File: config.mk
export PLATFORM = sky130hd
export DESIGN_NAME = cbs_ctrl
export DESIGN_NICKNAME = d
export VERILOG_FILES = /design/src/hdl/cbs_pkg.sv /design/src/hdl/cbs_ctrl.sv
export SDC_FILE = /design/constraint.sdc
export NUM_CORES = 1
export LEC_CHECK = 0
export ABC_AREA = 1
export BUFFER_PORTS_ARGS = -buffer_cell sky130_fd_sc_hd__buf_4
export CAP_MARGIN = 0
export CORE_MARGIN = 3
export CORE_UTILIZATION = 47
export CTS_CLUSTER_SIZE = 8
export DETAILED_ROUTE_END_ITERATION = 7
export GPL_TIMING_DRIVEN = 0
export PLACE_DENSITY = 0.75
export SYNTH_ARGS = -nofsm -noshare
export SYNTH_HDL_FRONTEND = slang
export SYNTH_SLANG_ARGS = --single-unit
File: constraint.sdc
create_clock -name clock -period 1.23 [get_ports clock]
set_input_delay 0.1845 -clock clock [delete_from_list [all_inputs] [get_ports clock]]
set_output_delay 0.1845 -clock clock [all_outputs]
set_load 0.05 [all_outputs]
File: src/hdl/cbs_pkg.sv
// Shared types, command and status structs, and constant tables for the curve smoother.
`default_nettype none
package cbs_pkg;

   // Unsigned fraction 1.0 with 16 fraction bits.
   localparam logic [16:0] ONE_FRAC = 17'h10000;

   // Width of the segment count register.
   localparam int SEG_WIDTH = 5;

   // Reset value of the segment count register.
   localparam logic [SEG_WIDTH-1:0] SEG_RESET = 5'd16;

   // Quotient of 65536 by the segment count (entry 0 stands in for 1).
   localparam logic [16:0] STEP_Q [32] = '{
      17'd65536, 17'd65536, 17'd32768, 17'd21845, 17'd16384, 17'd13107, 17'd10922, 17'd9362,
      17'd8192,  17'd7281,  17'd6553,  17'd5957,  17'd5461,  17'd5041,  17'd4681,  17'd4369,
      17'd4096,  17'd3855,  17'd3640,  17'd3449,  17'd3276,  17'd3120,  17'd2978,  17'd2849,
      17'd2730,  17'd2621,  17'd2520,  17'd2427,  17'd2340,  17'd2259,  17'd2184,  17'd2114
   };

   // Remainder of 65536 by the segment count.
   localparam logic [4:0] STEP_R [32] = '{
      5'd0, 5'd0, 5'd0,  5'd1,  5'd0,  5'd1,  5'd4,  5'd2,
      5'd0, 5'd7, 5'd6,  5'd9,  5'd4,  5'd3,  5'd2,  5'd1,
      5'd0, 5'd1, 5'd16, 5'd5,  5'd16, 5'd16, 5'd20, 5'd9,
      5'd16, 5'd11, 5'd16, 5'd7, 5'd16, 5'd25, 5'd16, 5'd2
   };

   // Commands from the controller to the datapath.
   typedef struct packed {
      logic                 load;        // capture geometry for a new point
      logic                 load_line;   // span 0 is a straight line
      logic                 load_pass;   // span 0 is the single point itself
      logic                 first_span;  // start of polyline: end offset from the span itself
      logic                 shift_window;
      logic                 issue;       // start one sample down the pipeline
      logic                 restart;     // next sample starts a new span at t = 0
      logic                 line_mode;
      logic                 span_sel;
      logic                 run_last;
      logic                 curve_end;
      logic [SEG_WIDTH-1:0] seg;
   } cmd_type;

   // Status from the datapath to the controller.
   typedef struct packed {
      logic busy;     // samples still need the span registers
      logic advance;  // pipeline moves this cycle
   } status_type;

endpackage
`default_nettype wire

File: src/hdl/cbs_ctrl.sv
// Controller state machine: point intake, span sequencing and sample issue.
`default_nettype none
module cbs_ctrl #(
   parameter int MAX_SEGMENTS = 31
) (
   input  wire                            clock,
   input  wire                            reset,
   input  wire                            req_valid,
   output logic                           req_stall,
   input  wire                            req_last_point,
   input  wire                            csr_wr_en,
   input  wire  [cbs_pkg::SEG_WIDTH-1:0]  csr_wr_data,
   input  cbs_pkg::status_type            status,
   output cbs_pkg::cmd_type               cmd
);

   localparam logic ST_IDLE = 1'b0;
   localparam logic ST_RUN  = 1'b1;

   localparam logic [cbs_pkg::SEG_WIDTH-1:0] SEG_MAX = cbs_pkg::SEG_WIDTH'(MAX_SEGMENTS);

   logic                          state_ff, state_in;
   logic [1:0]                    seen_ff, seen_in;
   logic [cbs_pkg::SEG_WIDTH-1:0] seg_ff, seg_in;
   logic [cbs_pkg::SEG_WIDTH-1:0] j_ff, j_in;
   logic [cbs_pkg::SEG_WIDTH-1:0] end_ff, end_in;
   logic                          more_ff, more_in;
   logic                          last_ff, last_in;
   logic                          sel_ff, sel_in;
   logic                          line_ff, line_in;
   logic [cbs_pkg::SEG_WIDTH-1:0] seg_eff;
   logic                          accept, issue, at_end;

   // Segment count clamped to its legal range.
   always_comb begin
      if (seg_ff == '0) begin
         seg_eff = cbs_pkg::SEG_WIDTH'(1);
      end else if (seg_ff > SEG_MAX) begin
         seg_eff = SEG_MAX;
      end else begin
         seg_eff = seg_ff;
      end
   end

   assign req_stall = !((state_ff == ST_IDLE) && !status.busy);
   assign accept    = req_valid && !req_stall;
   assign issue     = (state_ff == ST_RUN) && status.advance;
   assign at_end    = (j_ff == end_ff);

   // Next-state logic for intake and sequencing.
   always_comb begin
      state_in = state_ff;
      seen_in  = seen_ff;
      seg_in   = seg_ff;
      j_in     = j_ff;
      end_in   = end_ff;
      more_in  = more_ff;
      last_in  = last_ff;
      sel_in   = sel_ff;
      line_in  = line_ff;

      if (csr_wr_en) begin
         seg_in = csr_wr_data;
      end

      if (accept) begin
         j_in    = '0;
         sel_in  = 1'b0;
         last_in = req_last_point;
         more_in = 1'b0;
         case (seen_ff)
            2'd0: begin
               line_in = 1'b1;
               end_in  = '0;
               if (req_last_point) begin
                  state_in = ST_RUN;
               end
            end
            2'd1: begin
               line_in = 1'b1;
               end_in  = seg_eff;
               if (req_last_point) begin
                  state_in = ST_RUN;
               end
            end
            default: begin
               line_in  = 1'b0;
               end_in   = seg_eff;
               more_in  = req_last_point;
               state_in = ST_RUN;
            end
         endcase
         if (req_last_point) begin
            seen_in = '0;
         end else if (seen_ff != 2'd3) begin
            seen_in = seen_ff + 2'd1;
         end
      end else if (issue) begin
         if (at_end) begin
            if (more_ff) begin
               sel_in  = 1'b1;
               more_in = 1'b0;
               j_in    = '0;
            end else begin
               state_in = ST_IDLE;
            end
         end else begin
            j_in = j_ff + cbs_pkg::SEG_WIDTH'(1);
         end
      end
   end

   // Command outputs.
   always_comb begin
      cmd              = '0;
      cmd.load         = accept;
      cmd.load_line    = seen_ff inside {2'd0, 2'd1};
      cmd.load_pass    = (seen_ff == 2'd0);
      cmd.first_span   = (seen_ff == 2'd2);
      cmd.shift_window = accept && !req_last_point;
      cmd.issue        = issue;
      cmd.restart      = accept || (issue && at_end);
      cmd.line_mode    = line_ff;
      cmd.span_sel     = sel_ff;
      cmd.run_last     = issue && at_end && !more_ff;
      cmd.curve_end    = issue && at_end && !more_ff && last_ff;
      cmd.seg          = seg_eff;
   end

   // Control registers.
   always_ff @(posedge clock) begin
      if (reset) begin
         state_ff <= ST_IDLE;
         seen_ff  <= '0;
         seg_ff   <= cbs_pkg::SEG_RESET;
         j_ff     <= '0;
         end_ff   <= '0;
         more_ff  <= 1'b0;
         last_ff  <= 1'b0;
         sel_ff   <= 1'b0;
         line_ff  <= 1'b0;
      end else begin
         state_ff <= state_in;
         seen_ff  <= seen_in;
         seg_ff   <= seg_in;
         j_ff     <= j_in;
         end_ff   <= end_in;
         more_ff  <= more_in;
         last_ff  <= last_in;
         sel_ff   <= sel_in;
         line_ff  <= line_in;
      end
   end

endmodule
`default_nettype wire

Yosys cells after proc, flatten, opt, wreduce, memory -nomap -nowiden. Index checks and enable logic that the tools add are counted.

Flip-flop bits (word level): 22. Bits in latches: 0. Bits in writable memories: 0. ROM bits: 0. Output and inout port bits: 17. Memories kept: 0.

$add $sub $neg: 2. $mul: 0. Divide/modulo/power cells: 0. $lt $le $gt $ge: 1. Equal/unequal tests: 7. Shifts and indexed selects: 0. Mux-type cells: 18. Bitwise logic cells: 1. Reduce and logical (&&, ||, !) cells: 25.

Operators by type and width (number): $mux W5 (5); $mux W1 (11); $reduce_bool A2 Y1 (4); $logic_and A1 B1 Y1 (7); $reduce_and A2 Y1 (3); $add A5 B1 Y5 const B (1); $eq A5 B5 Y1 (1); $gt A5 B5 Y1 const B (1); $logic_not A5 Y1 (1); $logic_not A1 Y1 (4); $mux W2 (2); $ne A2 B2 Y1 const B (2); $reduce_and A4 Y1 (1); $reduce_or A2 Y1 (2); $ne A3 B3 Y1 const B (1); $reduce_and A3 Y1 (1); $add A2 B1 Y2 const B (1); $eq A2 B1 Y1 const B (1); $eq A2 B2 Y1 const B (1); $logic_not A2 Y1 (1); $ne A2 B1 Y1 const B (1); $logic_or A1 B1 Y1 (1); $not A1 Y1 (1).

Depth between registers and ports, before layout. Gate-level depths: netlist (run 1).

Depth in word-level cells: 5. Gate-level depth with buffers: 9. Depth with buffers taken out: 9.

Worst setup path after synthesis (run 1). Ideal clock, no wire load.

Path type: register to output. Start: register j_ff[0] (netlist bit). End: output cmd[5] (netlist bit). Data arrival time: 1549 ps. Required time: 1046 ps. Slack: -503 ps. Stages on the path, launching flop included: 9. Buffers on the path: 0. Cell sequence: dfxtp_1 -> inv_2 -> nand2_1 -> nand2_1 -> inv_1 -> nand2_1 -> nor2_1 -> nand4_1 -> nor2_1.

RTL lines: from (decl) (RTL line cbs_ctrl.sv:25) `logic [cbs_pkg::SEG_WIDTH-1:0] j_ff, j_in;`; from (signal assigned) (RTL line cbs_ctrl.sv:146) `j_ff <= j_in;`; to (decl) (RTL line cbs_ctrl.sv:14) `output cbs_pkg::cmd_type cmd`.

==> impl_metrics.json, run 1 <==
{
  "drv_cap": 0,
  "syn-num-nets": 182,
  "cts_sinks": 22,
  "tritoncts": "done",
  "yosys.area_share.adder_pct": 5.308,
  "htree_levels": 1,
  "ios": 29,
  "r2r_start": "j_ff[4]$_SDFFE_PP0P_",
  "fmax_ghz": 0.5510,
  "synth_top_area_share_pct": 37.37,
  "wirelength_mm": 3.696,
  "hp-class": "in2reg",
  "coreArea_um2": 2297,
  "synth_area_leaders": "dfxtp_1 37%, nand2_1 8.9%, inv_1 6.7%, nor2_1 5.7%, nand3_1 5.5%",
  "synthXorXnorAreaFrac_pct": 2.972,
  "grt_first_pass_wirelength_mm": 5.133,
  "dieArea_um2": 3144,
  "drt.antenna.violating_nets": 0,
  "vdd_drop_max_mv": 0.7993,
  "routedWlPerCell_um": 15.09,
  "finalSetupViolCount": 21,
  "placed_cells": 221,
  "skew_ns": 0.008440,
  "holdWs_ns": 0.05493,
  "num_vias": 1269,
  "start_kind": "flip-flop",
  "grt_use_total_pct": 20.78,
  "max_stage_delay_ns": 0.47,
  "worst_pin_slew_ns": 0.3766,
  "num_rows": 17,
  "initial_core_util_pct": 51.31,
  "clk_latency_ns": 0.32,
  "crit_type": "reg2out",
  "path_max_fanout": 4,
  "clk_pin_slew_worst_paths_ns": 0.14,
  "min_from": "reset",
  "postLayoutCoreUtil_pct": 87.36,
  "fin_nets": 235,
  "dieHeight_um": 56.08,
  "outcome": "finished, violations left",
  "cp_cell_sequence": "xor2_2, nor2_4, nand4_1, nor2_4, buf_8",
  "post_layout_nonfiller_instances": 245,
  "yosys-mux-area-fraction_pct": 0,
  "synth-simple-area-share_pct": 30.79,
  "critPathTopFamily": "simple AND/OR/NAND/NOR gates",
  "avgSynthCellArea_um2": 7.143,
  "cts_max_path_buffers": 2,
  "ys_ff_latch": 22,
  "syn_area_um2": 1179,
  "yosysTopAreaCell": "dfxtp_1",
  "crit_arrival_ns": 1.63,
  "final_area_um2": 2007,
  "dpl_cell_area_um2": 1496,
  "cts_made_buffers": 3,
  "p_total_mw": 1.786,
  "grt_pass1_vias": 1162,
  "grt_max_degree": 13,
  "vias_per_cell": 5.180,
  "crit_top_cell": "nor2_4",
  "required_ns": 1.05,
  "overflow": 0,
  "drc": 2,
  "crit_path_end_kind": "output pin",
  "slowest_stage": "dfxtp_1",
  "startpoint": "j_ff[4]$_SDFFE_PP0P_",
  "gp_congestion": 0.7156,
  "finalCritPeriodShare_pct": 147.6,
  "synth_top_family_by_area": "simple AND/OR/NAND/NOR gates",
  "min_period_ns": 1.815,
  "slew_viol_final": 0,
  "worst-path-buf-inv": 1,
  "antenna_found_initial": 0,
  "syn-instance-count": 165,
  "hold_violations": 0,
  "drt_iter0_markers": 33,
  "relSlewSlack_pct": 74.90,
  "firstDrtPassIters": 6,
  "drive_gt1_share_pct": 59.91,
  "violations": "DRC, setup timing",
  "p_per_area_nw_per_um2": 890.1,
  "p_leak_nw": 0.8775,
  "syn_to_final_growth_pct": 70.28,
  "synth-compound-area-share_pct": 10.51,
  "rsz0062_at_grt": "yes",
  "yosysWarnings": 0,
  "dp_hpwl_mm": 1.933,
  "port_buffers": 28,
  "die_x_um": 56.08,
  "n_antenna_cell": 0,
  "synth.distinct_cells": 27,
  "setup_slack_ns": -0.5850,
  "seq_area_frac_synth_pct": 37.37,
  "clockRootBuffer": "clkbuf_4"
}
-- final timing paths --
| path | end | slack [ns] | cells after the start |
|---|---|---|---|
| max | cmd[5] | -0.59 | 5 |
| min reg2reg | sel_ff$_SDFFE_PP0P_ | 0.47 | 2 |
| min | state_ff$_SDFFE_PP0P_ | 0.05 | 2 |
| max reg2reg | state_ff$_SDFFE_PP0P_ | -0.17 | 6 |
-- metal layers --
metal	routed length, um	global-route usage [%]	part of all wire [%]	vias to the layer above
li1	-	-	-	625
met5	0	0	0	-
met4	147	10.85	4.0	0
met2	1953	38.40	53	45
met3	178	2.320	4.8	13
met1	1418	22.89	38	586
-- area by class of cell --
cell class                      instances  area (um2)
Buffer                                  8       60.06
Tap cell                               28       35.03
Timing Repair inverter                  1       7.507
Timing Repair Buffer                   48       485.5
Inverter                               28       120.1
Sequential cell                        22       467.9
Clock buffer                            4       36.28
Multi-Input combinational cell        106       794.5
Fill cell                             108       290.3
-- report_power, final --
group	internal (mW)	leakage, nW	switching [mW]
clock network	0.181	0.0210	0.254
logic	0.257	0.671	0.328
registers	0.738	0.186	0.0279
-- timing repair --
item,in CTS,in global routing
setup endpoints to repair,16,29
setup buffers,19,4
pin swaps,16,17
cloned,0,1
hold buffers,0,0
gates resized for setup,57,39
-- stage by stage --
stage / setup slack [ns] / TNS [ns]
4_1_cts: -0.5181 / -3.234
3_5_place_dp: -0.2796 / -0.6739
6_report: -0.5850 / -4.142
2_1_floorplan: -0.1751 / -0.3154
3_3_place_gp: -0.2769 / -0.5986
5_1_grt: -0.6829 / -5.537
-- cells in the mapped netlist --
library cell / count
o21ai_0: 10
nand2_2: 4
nor2_8: 1
inv_2: 6
nor2_1: 18
nand4_2: 1
buf_4: 4
xor2_1: 3
a211oi_1: 1
nand4_1: 2
nor2_4: 2
nand3b_1: 1
ha_1: 5
o21ai_1: 2
nand3_1: 13
a32o_1: 1
inv_1: 21
nor2_2: 2
xnor2_1: 1
or3_1: 1
o22ai_1: 1
clkinv_1: 1
dfxtp_1: 22
or2_2: 1
clkbuf_1: 5
a21oi_1: 8
nand2_1: 28
-- state kept, by name, summed over array words and instances (netlist names) --
| name | count |
|---|---|
| end_ff | 5 |
| j_ff | 5 |
| last_ff | 1 |
| line_ff | 1 |
| more_ff | 1 |
| seen_ff | 2 |
| seg_ff | 5 |
| sel_ff | 1 |
| state_ff | 1 |
-- cells in the final DEF (no fill, tap or decap), types with 4 or more instances in the layout --
cell     instances
nor2_4           9
inv_1           14
nor2_1          11
nand2_2         13
buf_6           15
dfxtp_2         10
dfxtp_1          8
dfxtp_4          4
ha_4             4
buf_8            9
nand3_1          9
o21ai_0          7
a21oi_1          6
nand2_1         17
buf_4           28
inv_2            8
inv_4            6
-- cells by family (layout without fill, tap and decap cells) --
kind of cell / Yosys count / after routing
and+or+nand+nor: 74 / 74
adders and majority gates: 5 / 5
AOI/OAI and AO/OA: 23 / 23
DFF: 22 / 22
buffers and inverters: 37 / 89
xor gates and xnor gates: 4 / 4
No activity file was read; power rests on OpenSTA's default activity.
==> run 2: changes to the inputs <==
--- a/config.mk
+++ b/config.mk
@@ -9,11 +9,10 @@
 export BUFFER_PORTS_ARGS = -buffer_cell sky130_fd_sc_hd__buf_4
 export CAP_MARGIN = 0
 export CORE_MARGIN = 3
-export CORE_UTILIZATION = 47
+export CORE_UTILIZATION = 25
 export CTS_CLUSTER_SIZE = 8
 export DETAILED_ROUTE_END_ITERATION = 7
 export GPL_TIMING_DRIVEN = 0
-export PLACE_DENSITY = 0.75
 export SYNTH_ARGS = -nofsm -noshare
 export SYNTH_HDL_FRONTEND = slang
 export SYNTH_SLANG_ARGS = --single-unit
==> run 2 against run 1 <==
Against the previous run:
- the flow finishes with violations (setup timing)
- flip-flop and latch count did not move
- count of clock-buffer cells in the layout fell by 1
- setup slack improved by 0.11 ns
- total power rose by 11%
- routed wire length fell by 24%
- largest power group unchanged
- sequential share of layout area rose by 0.37 points
- final cell count rose by 8.6%
- die area rose by 77%
- cell area fell by 1.8%
- non-clock buffer count fell by 2
- core utilization fell by 43 points
==> impl_metrics.json, run 2 (synthesized netlist as in run 1, its figures left out) <==
{
  "skew_ns": 0.001338,
  "p_total_mw": 1.982,
  "vias_per_cell": 4.305,
  "coreArea_um2": 4444,
  "slowest_stage": "dfxtp_2",
  "wirelength_mm": 2.801,
  "crit_arrival_ns": 1.52,
  "grt_first_pass_wirelength_mm": 4.567,
  "outcome": "finished, violations left",
  "firstDrtPassIters": 4,
  "num_vias": 1145,
  "ios": 29,
  "p_per_area_nw_per_um2": 1006,
  "critPathTopFamily": "simple AND/OR/NAND/NOR gates",
  "reg_top3": "end_ff (5), j_ff (5), seg_ff (5)",
  "htree_levels": 1,
  "mostFrequentLayoutCell": "buf_4",
  "clockRootBuffer": "clkbuf_8",
  "antenna_found_initial": 0,
  "clk_pin_slew_worst_paths_ns": 0.08,
  "drc": 0,
  "port_buffers": 28,
  "clk_latency_ns": 0.27,
  "tritoncts": "done",
  "seq_area_um2": 466.7,
  "cp_cell_sequence": "inv_1, nand2_1, nand2_2, inv_2, nand2_2, nor2_4, nand4_1, nor2_4, buf_8",
  "multi_input_area_um2": 760.7,
  "nFillCells": 453,
  "worst_pin_slew_ns": 0.4454,
  "max_stage_delay_ns": 0.34,
  "grt_use_total_pct": 10.38,
  "relSlewSlack_pct": 70.31,
  "grt_pass1_vias": 1010,
  "dp_hpwl_mm": 1.927,
  "min_period_ns": 1.703,
  "drive_gt1_share_pct": 56.07,
  "rsz0062_at_grt": "yes",
  "fmax_ghz": 0.5873,
  "cts_made_buffers": 3,
  "die_x_um": 74.66,
  "dieHeight_um": 74.66,
  "drv_cap": 0,
  "slew_viol_final": 0,
  "required_ns": 1.05,
  "dieArea_um2": 5574,
  "initial_core_util_pct": 26.52,
  "hold_violations": 0,
  "final_cell_mix": "31 x buf_4, 18 x nand2_1, 14 x inv_1",
  "overflow": 0,
  "violations": "setup timing",
  "fin_nets": 232,
  "holdWs_ns": 0.1075,
  "vdd_drop_max_mv": 0.6967,
  "worst-path-buf-inv": 3,
  "grt_max_degree": 14,
  "start_kind": "flip-flop",
  "routedWlPerCell_um": 10.53,
  "gp_congestion": 0.7315,
  "syn_to_final_growth_pct": 67.20,
  "setup_slack_ns": -0.4727,
  "n_antenna_cell": 0,
  "finalSetupViolCount": 15,
  "hp-class": "in2reg",
  "cts_max_path_buffers": 2,
  "drt_iter0_markers": 29,
  "path_max_fanout": 3,
  "finalCritPeriodShare_pct": 138.4,
  "num_rows": 24,
  "crit_path_end_kind": "output pin",
  "drt.antenna.violating_nets": 0,
  "cts_sinks": 22,
  "p_leak_nw": 0.8482,
  "crit_type": "reg2out"
}
==> run 2: per-stage QoR <==
step / setup TNS [ns] / cells / utilization (%) / instance area [um2] / worst slack (ns)
3_5_place_dp: -0.6352 / 245 / 34.35 / 1526 / -0.2772
6_report: -2.483 / 266 / 44.34 / 1971 / -0.4727
3_3_place_gp: -0.6309 / 245 / 34.35 / 1526 / -0.2726
2_1_floorplan: -0.3154 / 165 / - / 1251 / -0.1751
4_1_cts: -2.473 / 264 / 41.84 / 1859 / -0.4871
5_1_grt: -4.019 / 266 / 44.34 / 1971 / -0.5646
==> run 2: path summary, 6_finish.rpt <==
kind / from / to / slack (ns) / depth (start not counted)
min reg2reg: sel_ff$_SDFFE_PP0P_ / sel_ff$_SDFFE_PP0P_ / 0.45 / 2
max: end_ff[1]$_SDFFE_PP0P_ / cmd[5] / -0.47 / 9
min: reset / state_ff$_SDFFE_PP0P_ / 0.11 / 2
max reg2reg: end_ff[1]$_SDFFE_PP0P_ / state_ff$_SDFFE_PP0P_ / -0.11 / 10
==> run 2: final cells by class <==
type / count / area share [%]
Buffer: 9 / 2.857
Clock inverter: 1 / 1.524
Tap cell: 52 / 3.302
Sequential cell: 22 / 23.68
Multi-Input combinational cell: 106 / 38.60
Inverter: 28 / 6.222
Clock buffer: 3 / 2.095
Timing Repair Buffer: 45 / 21.71
==> run 2: repair_timing <==
| item | 4_1_cts | 5_1_grt |
|---|---|---|
| setup buffers | 15 | 4 |
| endpoints found under the setup margin | 11 | 25 |
| hold buffers | 0 | 0 |
| pin swaps | 11 | 16 |
| resized for setup | 44 | 36 |
==> run 2: metal layers <==
metal	GRT usage (%)	vias to the layer above	wire length [um]
met5	0	-	0
met4	2.372	0	18
met3	2.537	3	107
met2	16.68	20	1442
met1	14.15	504	1233
li1	-	618	-
==> run 2: power breakdown <==
group	switching (mW)	internal, mW
registers	0.0259	0.736
logic	0.301	0.227
clock network	0.257	0.435
==> run 2: worst reg2reg max path, cell delays in order, from the launching register on <==
cell	delay [ns]
dfxtp_2	0.34
inv_1	0.05
nand2_1	0.06
nand2_2	0.06
inv_2	0.05
nand2_2	0.06
nor2_4	0.09
nand4_1	0.22
buf_4	0.22
nand2_2	0.06
a21oi_2	0.04
